--- src/rtl/slbt_pkg.sv ---
// Shared types and constants for the spectrum band level tracker.
`default_nettype none
package slbt_pkg;

  localparam int unsigned SUM_W   = 43;
  localparam int unsigned LVL_W   = 32;
  localparam int unsigned GAIN_W  = 16;
  localparam int unsigned SR_W    = 18;
  localparam int unsigned FSZ_W   = 13;
  localparam int unsigned HZ_W    = 12;
  localparam int unsigned CIDX_W  = 3;
  localparam int unsigned CDATA_W = 18;
  localparam int unsigned NBANDS  = 3;

  localparam logic [HZ_W-1:0] HZ_BASS = 12'd761;
  localparam logic [HZ_W-1:0] HZ_MID  = 12'd2897;

  // Configuration register indexes
  localparam logic [CIDX_W-1:0] CFG_SAMPLE_RATE  = 3'd0;
  localparam logic [CIDX_W-1:0] CFG_FRAME_SIZE   = 3'd1;
  localparam logic [CIDX_W-1:0] CFG_ATTACK_GAIN  = 3'd2;
  localparam logic [CIDX_W-1:0] CFG_RELEASE_GAIN = 3'd3;
  localparam logic [CIDX_W-1:0] CFG_PEAK_DECAY   = 3'd4;

  // Input actions
  localparam logic ACT_BIN   = 1'b0;
  localparam logic ACT_QUERY = 1'b1;

  typedef struct packed {
    logic              action;
    logic [LVL_W-1:0]  bin_value;
  } in_t;

  typedef struct packed {
    logic [LVL_W-1:0] bass_level;
    logic [LVL_W-1:0] mid_level;
    logic [LVL_W-1:0] treble_level;
    logic [LVL_W-1:0] bass_peak;
    logic [LVL_W-1:0] mid_peak;
    logic [LVL_W-1:0] treble_peak;
  } out_t;

  typedef struct packed {
    logic [SR_W-1:0]   rate_hz;
    logic [FSZ_W-1:0]  frame_size;
    logic [GAIN_W-1:0] attack_gain;
    logic [GAIN_W-1:0] release_gain;
    logic [GAIN_W-1:0] peak_decay;
  } cfg_t;

  // Command from front to back: a query or a finished frame with its sums
  typedef struct packed {
    logic             is_query;
    logic [SUM_W-1:0] bass_total;
    logic [SUM_W-1:0] sum_mid;
    logic [SUM_W-1:0] sum_treble;
  } cmd_t;

endpackage
`default_nettype wire

--- src/rtl/slbt_queue.sv ---
// Two-entry command queue between front and back.
`default_nettype none
module slbt_queue (
  input  wire logic          clk_i,
  input  wire logic          rst_ni,
  input  wire logic          push_i,
  input  slbt_pkg::cmd_t     push_cmd_i,
  output logic               full_o,
  input  wire logic          pop_i,
  output logic               empty_o,
  output slbt_pkg::cmd_t     head_o
);
  import slbt_pkg::*;

  cmd_t       mem_q [2];
  logic       wp_q, rp_q;
  logic [1:0] cnt_q;
  logic       do_push, do_pop;

  assign full_o  = cnt_q == 2'd2;
  assign empty_o = cnt_q == 2'd0;
  assign do_push = push_i && !full_o;
  assign do_pop  = pop_i && !empty_o;
  assign head_o  = mem_q[rp_q];

  // Advance pointers and occupancy
  always_ff @(posedge clk_i or negedge rst_ni) begin
    if (!rst_ni) begin
      wp_q  <= 1'b0;
      rp_q  <= 1'b0;
      cnt_q <= 2'd0;
    end else begin
      if (do_push) wp_q <= ~wp_q;
      if (do_pop) rp_q <= ~rp_q;
      cnt_q <= cnt_q + {1'b0, do_push} - {1'b0, do_pop};
    end
  end

  always_ff @(posedge clk_i) begin
    if (do_push) mem_q[wp_q] <= push_cmd_i;
  end
endmodule
`default_nettype wire

--- config.mk ---
export PLATFORM = sky130hd
export DESIGN_NAME = slbt_queue
export DESIGN_NICKNAME = d
export VERILOG_FILES = /design/src/rtl/slbt_pkg.sv /design/src/rtl/slbt_queue.sv
export SDC_FILE = /design/constraint.sdc
export NUM_CORES = 1
export LEC_CHECK = 0
export BUFFER_PORTS_ARGS = -buffer_cell sky130_fd_sc_hd__buf_2
export CORE_ASPECT_RATIO = 1.2
export CORE_MARGIN = 5
export CORE_UTILIZATION = 52
export DETAILED_ROUTE_END_ITERATION = 8
export HOLD_SLACK_MARGIN = 0.12
export PLACE_DENSITY = 0.81
export SLEW_MARGIN = 20
export SYNTH_ARGS = -nofsm -noshare
export SYNTH_HDL_FRONTEND = slang
export SYNTH_SLANG_ARGS = --single-unit
export TNS_END_PERCENT = 5
--- constraint.sdc ---
create_clock -name clk_i -period 7.5 [get_ports clk_i]
set_input_delay 1.5 -clock clk_i [delete_from_list [all_inputs] [get_ports clk_i]]
set_output_delay 1.5 -clock clk_i [all_outputs]
set_load 0.1 [all_outputs]
==> qor.txt <==
PLACEMENT
--------------------------------------------------------------------------------------------------
Half-perimeter wire length after placement ..........................................      13.1 mm
Number of buffers added on ports ....................................................          265
Final RePlAce weighted congestion ...................................................        0.731

GLOBAL ROUTING
--------------------------------------------------------------------------------------------------
Total overflow reported by the global router ........................................            0
Largest net degree at the start of global routing ...................................           83
Global-route wire length before repair ..............................................      29.2 mm
Total Routing Usage GR ..............................................................        17.1%
Vias in the first global route ......................................................         5477
Number of antenna violations at the first check in global routing ...................            2

CRITICAL PATH
--------------------------------------------------------------------------------------------------
Type of the setup path with the least slack .........................................      reg2out
RR Endpoint ......................................................................... mem_q[1][60]
Kind of cell adding the most delay to the critical path ............................. buffers and inverters
CP max-delay cell ................................................................... sky130_fd_sc_hd__dfrtp_4
Startpoint class of the critical path ...............................................    flip-flop
Cells along the critical path ....................................................... buf_4, mux2_2, buf_2
Endpoint arrival time on the critical path ..........................................      2.99 ns
Combined buffer and inverter count along the critical path ..........................            2
R2R Setup Slk .......................................................................      4.87 ns
Required time of the worst setup path ...............................................      6.00 ns
R2r worst-path depth ................................................................            3
Worst reg2reg path startpoint .......................................................     cnt_q[0]
CP Capture Type .....................................................................   output pin
Setup crit start ....................................................................         rp_q
Delay of the slowest cell on the worst path .........................................      1.02 ns
Critical-path maximum fanout ........................................................           51

CLOCKING
--------------------------------------------------------------------------------------------------
Post-CTS Setup Bufs .................................................................            0
Number of gates resized after cts ...................................................            0
Number of buffers created by CTS ....................................................           26
TritonCTS clock tree ................................................................          yes
Max H-tree Level ....................................................................            1
Longest Clk Path Bufs ...............................................................            3
Clock transition time at the flip-flop clock pins of the worst setup and hold paths .      0.06 ns
# hold bufs at CTS ..................................................................            0
Number of sinks handled by clock tree synthesis .....................................          264
Cell at the root of the clock tree .................................................. sky130_fd_sc_hd__clkbuf_16
Clock latency on the worst-skew pair ................................................      0.51 ns

TIMING
--------------------------------------------------------------------------------------------------
Final setup viols ...................................................................            0
Total negative setup slack ..........................................................         0 ns
Slew headroom .......................................................................        27.0%
Worst Clk Skew ......................................................................    0.0110 ns
Slew Limit Fails ....................................................................            0
Worst slew pin tran .................................................................      1.10 ns
Final worst-path cycle share ........................................................        59.9%
Setup repair after global routing missed its margin .................................        false
Fmax achieved .......................................................................    0.223 GHz
Final Hold Viols ....................................................................            0
Post-layout minimum cycle time ......................................................      4.49 ns

DRT
--------------------------------------------------------------------------------------------------
Overall via count from detail_route .................................................         4897
Via count normalized by instance count ..............................................         4.99
Residual DRC ........................................................................            0
Detail Route Antenna Nets ...........................................................            0
First-iteration detailed-routing DRC count ..........................................          176
Iteration count of the initial detailed-routing pass ................................            4
Average routed wire per standard cell ...............................................      19.7 um
Wire length reported by the detailed router .........................................      19.3 mm

RUN
--------------------------------------------------------------------------------------------------
Number of maximum-capacitance constraint violations .................................            0

YOSYS
--------------------------------------------------------------------------------------------------
Top area cells in the synthesized netlist ........................................... sky130_fd_sc_hd__edfxtp_1 (78%), sky130_fd_sc_hd__mux2_4 (14%), sky130_fd_sc_hd__mux2_2 (4.5%), sky130_fd_sc_hd__buf_6 (1.1%), sky130_fd_sc_hd__dfrtp_1 (1.0%)
Fraction of post-synthesis cell area in the top cell type by area ...................        78.4%
Count of synthesis-stage warnings from yosys ........................................            0
Mean instance size in the synthesized netlist .......................................    23.5 um^2
Netlist Area Pre-Place .............................................................. 0.00995 mm^2
Distinct cells, synth ...............................................................           16
Synth Net Count .....................................................................          559
Post-synthesis sequential area ratio ................................................        79.4%
Number of register bits inferred by synthesis .......................................          264
Area leader, netlist ................................................................ sky130_fd_sc_hd__edfxtp_1
Mapped Cells ........................................................................          423

DIE
--------------------------------------------------------------------------------------------------
Overall die area ....................................................................  0.0220 mm^2
Ports placed on the boundary ........................................................          266
Die outline width ...................................................................       136 um
Core footprint ......................................................................  0.0189 mm^2
Y dimension of the die ..............................................................       162 um
Initial standard-cell utilization of the core .......................................        52.8%
FP Rows .............................................................................           55

STATUS
--------------------------------------------------------------------------------------------------
Run status .......................................................................... complete, no violations

CELLS AND AREA
--------------------------------------------------------------------------------------------------
Layout area overhead ................................................................        25.2%
Total Nets Final ....................................................................          842
Antenna diode instance count ........................................................            0
Share of layout cells above drive strength 1 ........................................        61.1%

MIN PATH
--------------------------------------------------------------------------------------------------
Type of the tightest min-delay check ................................................      reg2reg
Hold EP .............................................................................     cnt_q[1]
WHS Path Cells ......................................................................            1
Worst Min Path Start ................................................................     cnt_q[1]

-- cells in the mapped netlist (all sizes together) --
library cell,instances
xnor2,3
nor2b,1
ha,2
mux2,130
edfxtp,260
nand2b,1
dfrtp,4
nand2,1
and3,1
xor2,1
buf,15
inv,2
nor2,2
-- area by class of cell --
class                           instances  area (um^2)
Clock buffer                           29          683
Clock inverter                         18          270
Fill cell                            1314         6390
Inverter                                2         7.51
Multi-Input combinational cell        142         1900
Sequential cell                       264         7910
Tap cell                              256          320
Timing Repair Buffer                  270         1370
-- cell usage in the layout (no fill, tap or decap), drive strengths merged --
| master | instances |
|---|---|
| buf | 270 |
| edfxtp | 260 |
| mux2 | 130 |
| clkbuf | 29 |
| clkinv | 10 |
| bufinv | 7 |
| dfrtp | 4 |
| xnor2 | 3 |
| inv | 3 |
| ha | 2 |
| nor2 | 2 |
| nand2b | 1 |
| nand2 | 1 |
| and3 | 1 |
| nor2b | 1 |
| xor2 | 1 |
-- metal layers --
metal	part of all wire (%)	track usage [%]
met1	36	19.4
met2	54	31.4
met3	8.4	5.23
met4	1.6	3.90
met5	0.14	0
-- state kept, by name (all words and copies together) (netlist names) --
signal and count:
cnt_q 2, mem_q 260, rp_q 1, wp_q 1
-- cell families after synthesis --
group | share of synthesized area [%]
buf+inv | 1.56
flops | 79.4
xor+xnor | 0.352
simple gates | 0.302
mux | 18.1
fa+ha+maj | 0.251
-- through the flow --
step	hold WS, ns	std cells	worst slack (ns)	util [%]	instance area [um^2]
CTS	0.502	981	2.89	66.1	12500
global route	0.524	981	2.81	66.1	12500
finish	0.499	981	3.01	66.1	12500
detailed placement	0.487	934	3.47	61.0	11500
global placement	0.485	934	3.51	61.0	11500
floorplan	0.468	423	2.08	-	9960
-- worst max-delay path by stage --
stage / slack (ns) / depth (start not counted) / endpoint
after floorplan: 2.08 / 2 / mem_q[0][0]
after detailed placement: 3.47 / 3 / head_o[18]
final: 3.01 / 3 / head_o[23]
after CTS: 2.89 / 3 / head_o[120]
after global placement: 3.51 / 3 / head_o[23]
after global routing: 2.81 / 3 / head_o[120]
Power is left out: the tool's default activity adds up to more than one toggle a clock period on the data nets, which glitch-free logic cannot reach.
