`config.mk`:
```
export PLATFORM = sky130hd
export DESIGN_NAME = slbt_front
export DESIGN_NICKNAME = d
export VERILOG_FILES = /design/src/rtl/slbt_pkg.sv /design/src/rtl/slbt_div.sv /design/src/rtl/slbt_front.sv
export SDC_FILE = /design/constraint.sdc
export NUM_CORES = 1
export LEC_CHECK = 0
export ABC_AREA = 1
export CAP_MARGIN = 20
export CORE_ASPECT_RATIO = 1.4
export CORE_MARGIN = 8
export CORE_UTILIZATION = 55
export CTS_BUF_LIST = sky130_fd_sc_hd__clkbuf_16
export DETAILED_ROUTE_END_ITERATION = 8
export DONT_BUFFER_PORTS = 1
export PLACE_DENSITY = 0.84
export REMOVE_ABC_BUFFERS = 1
export SLEW_MARGIN = 20
export SYNTH_ARGS = -nofsm -noshare
export SYNTH_HDL_FRONTEND = slang
export SYNTH_HIERARCHICAL = 1
export SYNTH_SLANG_ARGS = --single-unit
export TNS_END_PERCENT = 10
```
`constraint.sdc`:
```
create_clock -name clk_i -period 6.3 [get_ports clk_i]
set_input_delay 0.315 -clock clk_i [delete_from_list [all_inputs] [get_ports clk_i]]
set_output_delay 0.315 -clock clk_i [all_outputs]
set_load 0.1 [all_outputs]
```
`src/rtl/slbt_pkg.sv`:
```
// Shared types and constants for the spectrum band level tracker.
`default_nettype none
package slbt_pkg;

  localparam int unsigned SUM_W   = 43;
  localparam int unsigned LVL_W   = 32;
  localparam int unsigned GAIN_W  = 16;
  localparam int unsigned SR_W    = 18;
  localparam int unsigned FSZ_W   = 13;
  localparam int unsigned HZ_W    = 12;
  localparam int unsigned CIDX_W  = 3;
  localparam int unsigned CDATA_W = 18;
  localparam int unsigned NBANDS  = 3;

  localparam logic [HZ_W-1:0] HZ_BASS = 12'd761;
  localparam logic [HZ_W-1:0] HZ_MID  = 12'd2897;

  // Configuration register indexes
  localparam logic [CIDX_W-1:0] CFG_SAMPLE_RATE  = 3'd0;
  localparam logic [CIDX_W-1:0] CFG_FRAME_SIZE   = 3'd1;
  localparam logic [CIDX_W-1:0] CFG_ATTACK_GAIN  = 3'd2;
  localparam logic [CIDX_W-1:0] CFG_RELEASE_GAIN = 3'd3;
  localparam logic [CIDX_W-1:0] CFG_PEAK_DECAY   = 3'd4;

  // Input actions
  localparam logic ACT_BIN   = 1'b0;
  localparam logic ACT_QUERY = 1'b1;

  typedef struct packed {
    logic              action;
    logic [LVL_W-1:0]  bin_value;
  } in_t;

  typedef struct packed {
    logic [LVL_W-1:0] bass_level;
    logic [LVL_W-1:0] mid_level;
    logic [LVL_W-1:0] treble_level;
    logic [LVL_W-1:0] bass_peak;
    logic [LVL_W-1:0] mid_peak;
    logic [LVL_W-1:0] treble_peak;
  } out_t;

  typedef struct packed {
    logic [SR_W-1:0]   rate_hz;
    logic [FSZ_W-1:0]  frame_size;
    logic [GAIN_W-1:0] attack_gain;
    logic [GAIN_W-1:0] release_gain;
    logic [GAIN_W-1:0] peak_decay;
  } cfg_t;

  // Command from front to back: a query or a finished frame with its sums
  typedef struct packed {
    logic             is_query;
    logic [SUM_W-1:0] bass_total;
    logic [SUM_W-1:0] sum_mid;
    logic [SUM_W-1:0] sum_treble;
  } cmd_t;

endpackage
`default_nettype wire

```
`src/rtl/slbt_div.sv`:
```
// Restoring divider producing one quotient bit per cycle.
`default_nettype none
module slbt_div #(
  parameter int unsigned N_W = 43,
  parameter int unsigned D_W = 13
) (
  input  wire logic           clk_i,
  input  wire logic           rst_ni,
  input  wire logic           start_i,
  input  wire logic [N_W-1:0] num_i,
  input  wire logic [D_W-1:0] den_i,
  output logic                done_o,
  output logic [N_W-1:0]      quo_o
);
  localparam int unsigned C_W = $clog2(N_W + 1);

  logic [C_W-1:0] cnt_q, cnt_d;
  logic           busy_q, busy_d;
  logic           done_q, done_d;
  logic [D_W-1:0] rem_q, rem_d;
  logic [D_W-1:0] den_q, den_d;
  logic [N_W-1:0] quo_q, quo_d;
  logic [D_W:0]   trial, diff;
  logic           ge;

  // Shift in the next numerator bit and try a subtract
  always_comb begin
    trial  = {rem_q, quo_q[N_W-1]};
    diff   = trial - {1'b0, den_q};
    ge     = trial >= {1'b0, den_q};
    cnt_d  = cnt_q;
    busy_d = busy_q;
    done_d = 1'b0;
    rem_d  = rem_q;
    den_d  = den_q;
    quo_d  = quo_q;
    if (start_i) begin
      cnt_d  = '0;
      busy_d = 1'b1;
      rem_d  = '0;
      den_d  = den_i;
      quo_d  = num_i;
    end else if (busy_q) begin
      rem_d = ge ? diff[D_W-1:0] : trial[D_W-1:0];
      quo_d = {quo_q[N_W-2:0], ge};
      cnt_d = cnt_q + 1'b1;
      if (cnt_q == C_W'(N_W - 1)) begin
        busy_d = 1'b0;
        done_d = 1'b1;
      end
    end
  end

  always_ff @(posedge clk_i or negedge rst_ni) begin
    if (!rst_ni) begin
      cnt_q  <= '0;
      busy_q <= 1'b0;
      done_q <= 1'b0;
    end else begin
      cnt_q  <= cnt_d;
      busy_q <= busy_d;
      done_q <= done_d;
    end
  end

  always_ff @(posedge clk_i) begin
    rem_q <= rem_d;
    den_q <= den_d;
    quo_q <= quo_d;
  end

  assign done_o = done_q;
  assign quo_o  = quo_q;
endmodule
`default_nettype wire

```
`src/rtl/slbt_front.sv`:
```
// Front end: band edges from configuration, bin accumulation, command issue.
`default_nettype none
module slbt_front #(
  parameter int unsigned MAX_FRAME_SIZE = 4096,
  localparam int unsigned FS_W  = $clog2(MAX_FRAME_SIZE) + 1,
  localparam int unsigned CNT_W = ($clog2(MAX_FRAME_SIZE) > 1) ?
                                  $clog2(MAX_FRAME_SIZE) - 1 : 1
) (
  input  wire logic           clk_i,
  input  wire logic           rst_ni,
  input  slbt_pkg::cfg_t      cfg_i,
  input  wire logic           cfg_wr_i,
  input  wire logic           in_valid_i,
  output logic                in_stall_o,
  input  slbt_pkg::in_t       in_data_i,
  output logic                push_o,
  output slbt_pkg::cmd_t      push_cmd_o,
  input  wire logic           full_i,
  output logic [FS_W-1:0]     cnt_bass_o,
  output logic [FS_W-1:0]     cnt_mid_o,
  output logic [FS_W-1:0]     cnt_treble_o
);
  import slbt_pkg::*;

  localparam int unsigned CMP_W = (FS_W > FSZ_W) ? FS_W : FSZ_W;
  localparam int unsigned EN_W  = HZ_W + FS_W;

  localparam logic [1:0] S_START = 2'd0;
  localparam logic [1:0] S_BASS  = 2'd1;
  localparam logic [1:0] S_MID   = 2'd2;
  localparam logic [1:0] S_RUN   = 2'd3;

  logic [1:0]       st_q, st_d;
  logic [FS_W-1:0]  bass_end_q, mid_end_q;
  logic [CNT_W-1:0] idx_q;
  logic [SUM_W-1:0] sb_q, sm_q, st_sum_q;
  logic [SUM_W-1:0] sb_n, sm_n, st_n;

  logic [CMP_W-1:0] fs_ext, fs_cap;
  logic [FS_W-1:0]  fs_eff, nbins, nb2, edge_val;
  logic [HZ_W-1:0]  hz;
  logic             div_start, div_done, accept, last;
  logic [EN_W-1:0]  div_quo;
  logic [FS_W-1:0]  idx_ext, idx_inc;

  // Bins per frame from the clamped frame size
  always_comb begin
    fs_ext = CMP_W'(cfg_i.frame_size);
    fs_cap = (fs_ext > CMP_W'(MAX_FRAME_SIZE)) ? CMP_W'(MAX_FRAME_SIZE) : fs_ext;
    fs_eff = fs_cap[FS_W-1:0];
    nbins  = (fs_eff[FS_W-1:1] == '0) ? FS_W'(1) : {1'b0, fs_eff[FS_W-1:1]};
    nb2    = {nbins[FS_W-2:0], 1'b0};
  end

  // Edge sequencer: recompute both edges after reset or any write
  always_comb begin
    st_d      = st_q;
    div_start = 1'b0;
    hz        = HZ_BASS;
    case (st_q)
      S_START: begin
        div_start = 1'b1;
        st_d      = S_BASS;
      end
      S_BASS: begin
        if (div_done) begin
          div_start = 1'b1;
          hz        = HZ_MID;
          st_d      = S_MID;
        end
      end
      S_MID: begin
        if (div_done) st_d = S_RUN;
      end
      S_RUN: st_d = S_RUN;
      default: st_d = S_START;
    endcase
    if (cfg_wr_i) begin
      st_d      = S_START;
      div_start = 1'b0;
    end
  end

  slbt_div #(.N_W(EN_W), .D_W(SR_W)) u_div (
    .clk_i   (clk_i),
    .rst_ni  (rst_ni),
    .start_i (div_start),
    .num_i   (EN_W'(hz) * EN_W'(nb2)),
    .den_i   (cfg_i.rate_hz),
    .done_o  (div_done),
    .quo_o   (div_quo)
  );

  // Clamp the edge to the frame; a zero rate puts every bin in bass
  always_comb begin
    if (cfg_i.rate_hz == '0) edge_val = nbins;
    else if (div_quo > EN_W'(nbins)) edge_val = nbins;
    else edge_val = div_quo[FS_W-1:0];
  end

  always_ff @(posedge clk_i or negedge rst_ni) begin
    if (!rst_ni) st_q <= S_START;
    else st_q <= st_d;
  end

  always_ff @(posedge clk_i) begin
    if (st_q == S_BASS && div_done) bass_end_q <= edge_val;
    if (st_q == S_MID && div_done) mid_end_q <= edge_val;
  end

  assign cnt_bass_o   = bass_end_q;
  assign cnt_mid_o    = (mid_end_q > bass_end_q) ? mid_end_q - bass_end_q : '0;
  assign cnt_treble_o = nbins - mid_end_q;

  // Accept only with valid edges and room in the queue
  assign in_stall_o = !(st_q == S_RUN) || full_i;
  assign accept     = in_valid_i && !in_stall_o;

  // Classify the bin and accumulate into its band
  always_comb begin
    idx_ext = FS_W'(idx_q);
    idx_inc = idx_ext + 1'b1;
    last    = !(idx_inc < nbins);
    sb_n    = sb_q;
    sm_n    = sm_q;
    st_n    = st_sum_q;
    if (idx_ext < bass_end_q) sb_n = sb_q + SUM_W'(in_data_i.bin_value);
    else if (idx_ext < mid_end_q) sm_n = sm_q + SUM_W'(in_data_i.bin_value);
    else st_n = st_sum_q + SUM_W'(in_data_i.bin_value);
  end

  always_ff @(posedge clk_i or negedge rst_ni) begin
    if (!rst_ni) begin
      idx_q    <= '0;
      sb_q     <= '0;
      sm_q     <= '0;
      st_sum_q <= '0;
    end else if (accept && in_data_i.action == ACT_BIN) begin
      if (last) begin
        idx_q    <= '0;
        sb_q     <= '0;
        sm_q     <= '0;
        st_sum_q <= '0;
      end else begin
        idx_q    <= idx_inc[CNT_W-1:0];
        sb_q     <= sb_n;
        sm_q     <= sm_n;
        st_sum_q <= st_n;
      end
    end
  end

  // Issue a command on a query or on the last bin of a frame
  assign push_o = accept && (in_data_i.action == ACT_QUERY || last);
  always_comb begin
    push_cmd_o.is_query   = in_data_i.action == ACT_QUERY;
    push_cmd_o.bass_total = sb_n;
    push_cmd_o.sum_mid    = sm_n;
    push_cmd_o.sum_treble = st_n;
  end
endmodule
`default_nettype wire

```
==> results.txt, run 1 <==
The flow ran to the end, and the final reports show no timing, DRC or antenna violations. For the wire length reported by the detailed router, the log shows 88,500 um. In the post-synthesis netlist, the biggest area contributors are sky130_fd_sc_hd__nand2_1 (16%), sky130_fd_sc_hd__dfrtp_1 (14%), sky130_fd_sc_hd__ha_1 (12%).

The library cells used most frequently in the layout, excluding fill and tap cells, are sky130_fd_sc_hd__nand2_1 (1,117), sky130_fd_sc_hd__inv_1 (689), sky130_fd_sc_hd__nor2_1 (404), sky130_fd_sc_hd__nand3_1 (369), sky130_fd_sc_hd__ha_1 (256). Global routing used 30.9% of the available tracks across all layers. The master of the slowest instance on the critical path was sky130_fd_sc_hd__fa_1. Summed over all layers, the global routing overflow is 0.

The tightest min-delay check is of the input port to flip-flop type. The run gives 236 as the number of clock sinks. For the number of warnings printed during yosys synthesis, the log shows 6. The logs give 3 for the worst-case clock buffer depth and 29,500 um2 for the cell area after layout. The cell count after placement was 4,794. The number of enable-type register cells in the synthesized netlist was 69; the number of buffer and inverter instances along the worst setup path was 4. The root buffer selected by CTS was sky130_fd_sc_hd__clkbuf_16. The number of global-route vias before repair came out at 26,300.

The initial core utilization is 55.4%, and the actual transition at the worst max-transition pin is 1.15 ns. Entering global routing, the biggest net connects 178 pins. Once placement finished, the instance area stood at 28,300 um2.

Across the VDD grid, the largest voltage drop is 0.217 mV. Sequential cells were found to cover 23.2% of the synthesized design area. In this run the vertical extent of the chip is 276 um. The post-route netlist has 6.94% of its cells at a drive strength greater than 1. The first global-routing pass estimated 139,000 um of wire.

Among all flip-flop cells after synthesis, the most frequent one is sky130_fd_sc_hd__dfrtp_1. The finished layout holds 4,870 standard cells, fillers aside. The cell repeated most along the worst path is sky130_fd_sc_hd__nand2_1. Counting distinct cell types in the post-synthesis netlist gives 59. For the number of core rows, the log shows 95. Counting buffers and inverters, the worst setup path is 25 cells deep. Setup repair after global routing left no endpoint under its margin. The source-to-sink clock delay at the later pin of the worst-skew pair is 0.60 ns.

Counting instances, the worst hold path has a depth of 4. The placeable core region was 47,900 um2. The dominant cell type by area after synthesis is sky130_fd_sc_hd__nand2_1. The tightest hold path in the finished design has a slack of 0.199 ns.

In this run the static leakage power is 16.0 nW. At the end of routability-driven placement, the weighted congestion stood at 1.04. Broken down by cell family, the worst path's largest delay share belongs to adder cells. The die is 202 um wide.

Counting the buffers created by CTS gives 28. Number of buffers inserted by port buffering: 0. Synthesis handed over a netlist of 4,114 instances. The tools report the number of antenna violations at the first check in global routing as 4. The post-route fraction of the period consumed by the critical path was 92.8%.

The first routing iteration left 1,902 violations. Headroom to the max-slew limit came out at 23.3%. For the peak clock frequency supported by timing, the log shows 171 MHz. Once detail routing completed, the nets flagged for antenna violations numbered 0. Counting I/O delays and the setup requirement, the final critical path takes 5.84 ns. By startpoint and endpoint, the worst setup path is classified as flip-flop to flip-flop. For the number of H-tree levels, the log shows 1.

Dividing the detail-routed via count by the number of cells gives 5.58. The worst setup slack after layout was 0.456 ns; the number of endpoints failing setup at the final stage was 0. For this run, the slowest stage of the critical path takes 0.55 ns. Top cell type's share of synthesized area: 15.8%. Once the clock tree was built, the setup fixing pass inserted 0 buffers. A synthesized cell averages 6.45 um2. The final number of max-transition violations was 0; the clock transition at the registers of the reported paths was 0.06 ns. STA classifies the critical path endpoint as a flip-flop. The number of violations of the max-capacitance limit was 0; the final total power was 6.35 mW. The count of cells along the worst register-to-register path was 25. The library cell used most frequently in the layout, excluding fill and tap cells, is sky130_fd_sc_hd__nand2_1.

TritonCTS built the clock tree. For the final setup skew, the log shows 0.0339 ns. The power density over the cells works out to 215 nW/um2. The worst setup path is launched from a flip-flop.

Counting flops and latches in the post-synthesis netlist gives 236. The routed layout has 27,200 vias. 288 I/O pins were placed.

The async set-or-reset flop fraction in the synthesized netlist is 63.1%. The logs give 0 for the number of hold violations in the final report and 6.31 ns for the arrival time at the worst endpoint. Relative to the synthesized area, the layout overhead comes to 11.2%.

The number of remaining DRC errors is 0. In the final routed layout, each cell accounts on average for 18.2 um. For the worst setup path, the data required time is 6.77 ns. The mapped cell area is 26,500 um2. OpenSTA, run right after detailed placement, puts the worst setup slack at 0.301 ns. The post-detailed-placement half-perimeter wirelength came out at 69,300 um. The number of nets in the layout was 4,655; the iteration count of the initial detailed-routing pass was 7. Along the worst path, the maximum fanout reaches 8.

The floorplan step defined a die boundary enclosing 55,600 um2.
==> timing repair <==
item,CTS,global route
endpoints found under the hold margin,169,0
hold buffers,21,0
endpoints found under the setup margin,0,2
resized for setup,0,2
==> power by group <==
group | internal (mW) | switching (mW) | total (mW)
logic | 0.914 | 1.79 | 2.70
registers | 1.77 | 0.141 | 1.91
clock network | 1.00 | 0.747 | 1.75
==> through the flow <==
step | utilization, % | TNS (ns)
floorplan | - | -306.46
global placement | 59.1 | 0
detailed placement | 59.1 | 0
CTS | 61.5 | 0
global route | 61.6 | 0
finish | 61.6 | 0
==> Yosys cell counts (3+ instances only) <==
| library cell | number |
|---|---|
| sky130_fd_sc_hd__inv_2 | 3 |
| sky130_fd_sc_hd__nand3b_1 | 32 |
| sky130_fd_sc_hd__buf_4 | 4 |
| sky130_fd_sc_hd__clkinv_1 | 4 |
| sky130_fd_sc_hd__inv_1 | 686 |
| sky130_fd_sc_hd__a21boi_0 | 12 |
| sky130_fd_sc_hd__a31oi_1 | 6 |
| sky130_fd_sc_hd__clkbuf_1 | 64 |
| sky130_fd_sc_hd__dfxtp_1 | 18 |
| sky130_fd_sc_hd__buf_6 | 14 |
| sky130_fd_sc_hd__and3_1 | 3 |
| sky130_fd_sc_hd__o21bai_1 | 13 |
| sky130_fd_sc_hd__xnor2_1 | 44 |
| sky130_fd_sc_hd__a21o_1 | 7 |
| sky130_fd_sc_hd__o21a_1 | 6 |
| sky130_fd_sc_hd__a21oi_1 | 251 |
| sky130_fd_sc_hd__o21ai_1 | 5 |
| sky130_fd_sc_hd__nand3_1 | 369 |
| sky130_fd_sc_hd__nor4_1 | 15 |
| sky130_fd_sc_hd__or2_2 | 29 |
| sky130_fd_sc_hd__o21ai_2 | 4 |
| sky130_fd_sc_hd__nand2_1 | 1117 |
| sky130_fd_sc_hd__fa_1 | 67 |
| sky130_fd_sc_hd__o31ai_1 | 5 |
| sky130_fd_sc_hd__buf_2 | 22 |
| sky130_fd_sc_hd__edfxtp_1 | 69 |
| sky130_fd_sc_hd__nand2_2 | 15 |
| sky130_fd_sc_hd__o211ai_1 | 3 |
| sky130_fd_sc_hd__o21ai_0 | 241 |
| sky130_fd_sc_hd__a22oi_1 | 3 |
| sky130_fd_sc_hd__xor2_1 | 49 |
| sky130_fd_sc_hd__ha_1 | 256 |
| sky130_fd_sc_hd__nand4_1 | 39 |
| sky130_fd_sc_hd__dfrtp_1 | 149 |
| sky130_fd_sc_hd__nor3_1 | 42 |
| sky130_fd_sc_hd__nor2_1 | 418 |
==> worst paths after layout <==
| path | end | slack (ns) | startpoint |
|---|---|---|---|
| max | u_div/quo_o[22] | 0.46 | st_q[0] |
| min | u_div/quo_o[1] | 0.20 | cfg_i[49] |
| max reg2reg | u_div/quo_o[22] | 0.46 | st_q[0] |
| min reg2reg | u_div/rem_q[17] | 0.47 | u_div/rem_q[17] |
| max in group asynchronous | st_sum_q[7] | 5.14 | rst_ni |
| min in group asynchronous | sb_q[38] | 0.41 | rst_ni |
==> sequential cells by signal, indices dropped and copies added, names as in the netlist, 2 cells and up <==
signal	count
sb_q	43
cnt_bass_o	13
st_q	2
mid_end_q	13
st_sum_q	43
u_div/cnt_q	5
u_div/den_q	18
u_div/quo_o	25
sm_q	43
idx_q	11
u_div/rem_q	18
==> logic make-up (layout without fill, tap and decap cells) <==
group | after synthesis | in the layout | synth area share [%]
AOI/OAI and AO/OA | 567 | 567 | 11.4
xor gates and xnor gates | 93 | 93 | 3.07
adders and majority gates | 323 | 323 | 17.1
buffers and inverters | 800 | 920 | 11.9
DFF | 236 | 236 | 23.2
other | 1 | 7 | 0.0141
and+or+nand+nor | 2094 | 2094 | 33.2
==> worst register-to-register path, stage by stage, from the launching register on <==
cell	delay [ns]
sky130_fd_sc_hd__dfrtp_1	0.45
sky130_fd_sc_hd__nand2_1	0.14
sky130_fd_sc_hd__nor2_4	0.17
sky130_fd_sc_hd__inv_1	0.16
sky130_fd_sc_hd__buf_4	0.19
sky130_fd_sc_hd__nor2_1	0.18
sky130_fd_sc_hd__fa_1	0.48
sky130_fd_sc_hd__fa_1	0.53
sky130_fd_sc_hd__fa_1	0.44
sky130_fd_sc_hd__fa_1	0.55
sky130_fd_sc_hd__inv_1	0.06
sky130_fd_sc_hd__fa_1	0.54
sky130_fd_sc_hd__inv_1	0.05
sky130_fd_sc_hd__ha_1	0.36
sky130_fd_sc_hd__nand2_1	0.11
sky130_fd_sc_hd__nor3_1	0.25
sky130_fd_sc_hd__nand2_1	0.08
sky130_fd_sc_hd__nand3_1	0.12
sky130_fd_sc_hd__nand3_1	0.11
sky130_fd_sc_hd__nand3_1	0.08
sky130_fd_sc_hd__a21boi_1	0.23
sky130_fd_sc_hd__nand2_1	0.08
sky130_fd_sc_hd__nand2_1	0.08
sky130_fd_sc_hd__xor2_1	0.15
sky130_fd_sc_hd__nand2_1	0.07
sky130_fd_sc_hd__nand2_1	0.08
==> per-layer routing <==
metal	global-route usage [%]	routed length [um]	vias to the layer above
li1	-	-	13400
met1	33.8	32500	12500
met2	55.4	42900	1040
met3	5.72	7010	288
met4	18.4	6040	2
met5	0	11	-
==> layout make-up <==
class,count,area [um2]
Inverter,693,2610
Clock inverter,22,228
Multi-Input combinational cell,3080,17400
Timing Repair Buffer,176,1570
Tap cell,630,788
Fill cell,4508,18400
Antenna cell,4,10.0
Clock buffer,29,726
Sequential cell,236,6160
Power figures use the tool's default switching activity.
==> run 2, diff against run 1 <==
CORE_UTILIZATION = 50   (was 55)
PLACE_DENSITY = 0.79   (was 0.84)
==> run 2 against run 1 <==
Wire length rose by 1.2%. Critical path depth grew 6. Maximum frequency grew 0.94%. Clock skew shrank 0.020 ns. Largest cell class unchanged. Sequential power about the same. Register-to-register slack better by 0.05 ns. Die area grew 9.3%. Highest routed layer is now met4. Final cell count rose by 1.7%. Total power down 0.94%.
==> results.txt, run 2 (synthesis gave the netlist of run 1 again) <==
The flow ran to the end, and the final reports show no timing, DRC or antenna violations. The number of remaining DRC errors is 0, and the total global routing overflow is 0. The relative area change from synthesis to final layout is 10.9%, and the iteration count of the initial detailed-routing pass is 6. The clock period minus final worst setup slack is 5.79 ns.

Port buffering added 0 buffers. The post-detailed-route via-to-cell ratio was 5.45; the worst setup slack after layout was 0.510 ns. The worst relative slew slack came out at 24.1%.

In the detailed route, the total length drawn on met2 is 43,800 um. The clock arrives with 0.0140 ns of skew. The number of core rows was 100; the final total power was 6.29 mW. The number of H-tree levels is 1. For this design the ratio of total power to cell area is 214 nW/um2. The clock group share of total power is 27.2%. The final layout contains routed wiring with a total length of 89,600 um. The path class of the tightest hold or removal check is input port to flip-flop. The vertical extent of the die is 289 um, and the global placer's final weighted congestion is 1.01. The number of endpoints failing setup at the final stage is 0, and the share of post-route cells with drive strength above 1 is 6.78%.

The tools report the root buffer selected by CTS as sky130_fd_sc_hd__clkbuf_16. The tools report the clock buffer count from CTS as 29. TritonCTS built the clock tree. The detail route stage leaves a number of antenna-violating nets equal to 0. The tools report the post-detailed-placement half-perimeter wirelength as 70,600 um.

STA classifies the critical path endpoint as a flip-flop. Setup repair after global routing left no endpoint under its margin. The largest registers in the layout are sb_q (43), sm_q (43), st_sum_q (43).

The number of resized instances in the post-cts repair step was 0. For this run, the post-layout net count is 4,650. In the global route stage, overall resource usage came out at 28.7%. The floorplan step defined a die boundary enclosing 60,800 um2. For this design, the sink count on the clock tree is 236. Summed over all nets, wire length on met3 after detailed routing comes to 6350 um. For this configuration, the core starts out at a cell density of 50.3%. The final routed wire length divided by cell count works out to 18.1 um. The top routing layer in use is met4. The arrival time at the worst endpoint is 6.25 ns, and the DRC violation total after the first TritonRoute iteration is 1,916. Across all layers, the routed design uses 27,000 vias. The peak clock frequency supported by timing is 173 MHz, and the worst-case clock buffer depth is 3.

The wire length the detailed router placed on met1 is 33,500 um, and the worst setup slack before clock tree synthesis is 0.324 ns. The largest single stage delay on the critical path is 0.53 ns. The worst-case IR drop observed on VDD is 0.227 mV. By instance count, the cell type seen most on the critical path is sky130_fd_sc_hd__nand2_1. The horizontal die dimension is 211 um, and the count of pins on the block boundary is 288. In this run the worst path has a maximum fanout of 12. For the worst setup path, the data required time is 6.76 ns.

The number of hold violations in the final report is 0. The first global-routing pass estimated 139,000 um of wire. The sequential group share of total power is 30.2%. The pin count of the biggest net entering global routing was 159. For the worst-skew pair, the clock arrives at the later sink with an insertion delay of 0.59 ns. The placeable core region is 52,800 um2.

STA classifies the critical path startpoint as a flip-flop. Net switching is 41.9% of the power. Leaving out fill and tap cells, the most frequent cell in the layout is sky130_fd_sc_hd__nand2_1.

For the number of antenna violations at the first check in global routing, the log shows 4. The analysis attributes to net switching a power of 2.64 mW. The final number of max-transition violations came out at 0. The kind of critical path is flip-flop to flip-flop. Across the run, the number of max-cap violations was 0.

Number of global-route vias before repair: 26,300. The clock transition at the registers of the reported paths was 0.06 ns. For this design, the slowest cell found on the critical path is sky130_fd_sc_hd__fa_1. The part of the power in combinational logic is 42.5%.

Final hold analysis gives a worst-case slack of 0.230 ns. The tools report the standby leakage power as 15.9 nW. Leaving out fill and tap cells, the most frequent cells in the layout are sky130_fd_sc_hd__nand2_1 (1,117), sky130_fd_sc_hd__inv_1 (691), sky130_fd_sc_hd__nor2_1 (404), sky130_fd_sc_hd__nand3_1 (369), sky130_fd_sc_hd__ha_1 (256). Cell internal power was estimated by the tool at 3.65 mW. Post-route fraction of the period consumed by the critical path: 91.9%. The actual transition at the worst max-transition pin came out at 1.14 ns.
## run 2: power groups by stage
stage / Combinational [mW] / Sequential, mW / Clock (mW)
3_5_place_dp: 2.61 / 1.92 / 0
4_1_cts: 2.66 / 1.90 / 1.76
6_report: 2.68 / 1.90 / 1.71
2_1_floorplan: 2.08 / 1.87 / 0
3_3_place_gp: 2.56 / 1.92 / 0
5_1_grt: 3.01 / 1.92 / 1.80
## run 2: what timing repair did
item                      in CTS  in global routing
hold buffers                  21                  0
setup buffers                  0                  0
hold endpoints to repair     169                  0
## run 2: worst paths after layout
kind / startpoint / endpoint / slack (ns) / depth (start not counted)
max in group asynchronous: rst_ni / idx_q[6] / 5.21 / 2
max reg2reg: st_q[0] / u_div/quo_o[22] / 0.51 / 31
max: st_q[0] / u_div/quo_o[22] / 0.51 / 31
min reg2reg: u_div/cnt_q[4] / u_div/cnt_q[4] / 0.47 / 1
min: in_data_i[0] / st_sum_q[0] / 0.23 / 5
min in group asynchronous: rst_ni / sb_q[39] / 0.38 / 2
## run 2: through the flow
step	cells	instance area [um2]	setup TNS [ns]	util, %
after CTS	4946	29400	0	55.6
after floorplan	4009	26000	-306.46	-
final	4955	29400	0	55.8
after detailed placement	4871	28200	0	53.4
after global routing	4953	29400	0	55.8
after global placement	4871	28200	0	53.4
## run 2: area by class of cell
class                   instances  area (um2)
diodes                          8        20.0
clock buffers                  30         751
clock inverters                24         190
fillers                      5264       23400
inverters                     693        2610
multi-input cells            3080       17500
flip-flops and latches        236        6160
well taps                     714         893
repair buffers                170        1370
## run 2: worst max-delay path: cells and delay by family (launching register included)
| family | cells | cell delay, ns |
|---|---|---|
| compound gates | 1 | 0.29 |
| xor+xnor | 1 | 0.15 |
| fa+ha+maj | 6 | 2.49 |
| buf+inv | 7 | 0.50 |
| flops | 1 | 0.44 |
| simple gates | 16 | 1.80 |
## run 2: per-layer routing
metal | vias to the layer above | global-route usage [%]
met2 | 962 | 51.4
met5 | - | 0
met1 | 12400 | 30.9
met3 | 266 | 5.39
met4 | 0 | 17.5
li1 | 13400 | -
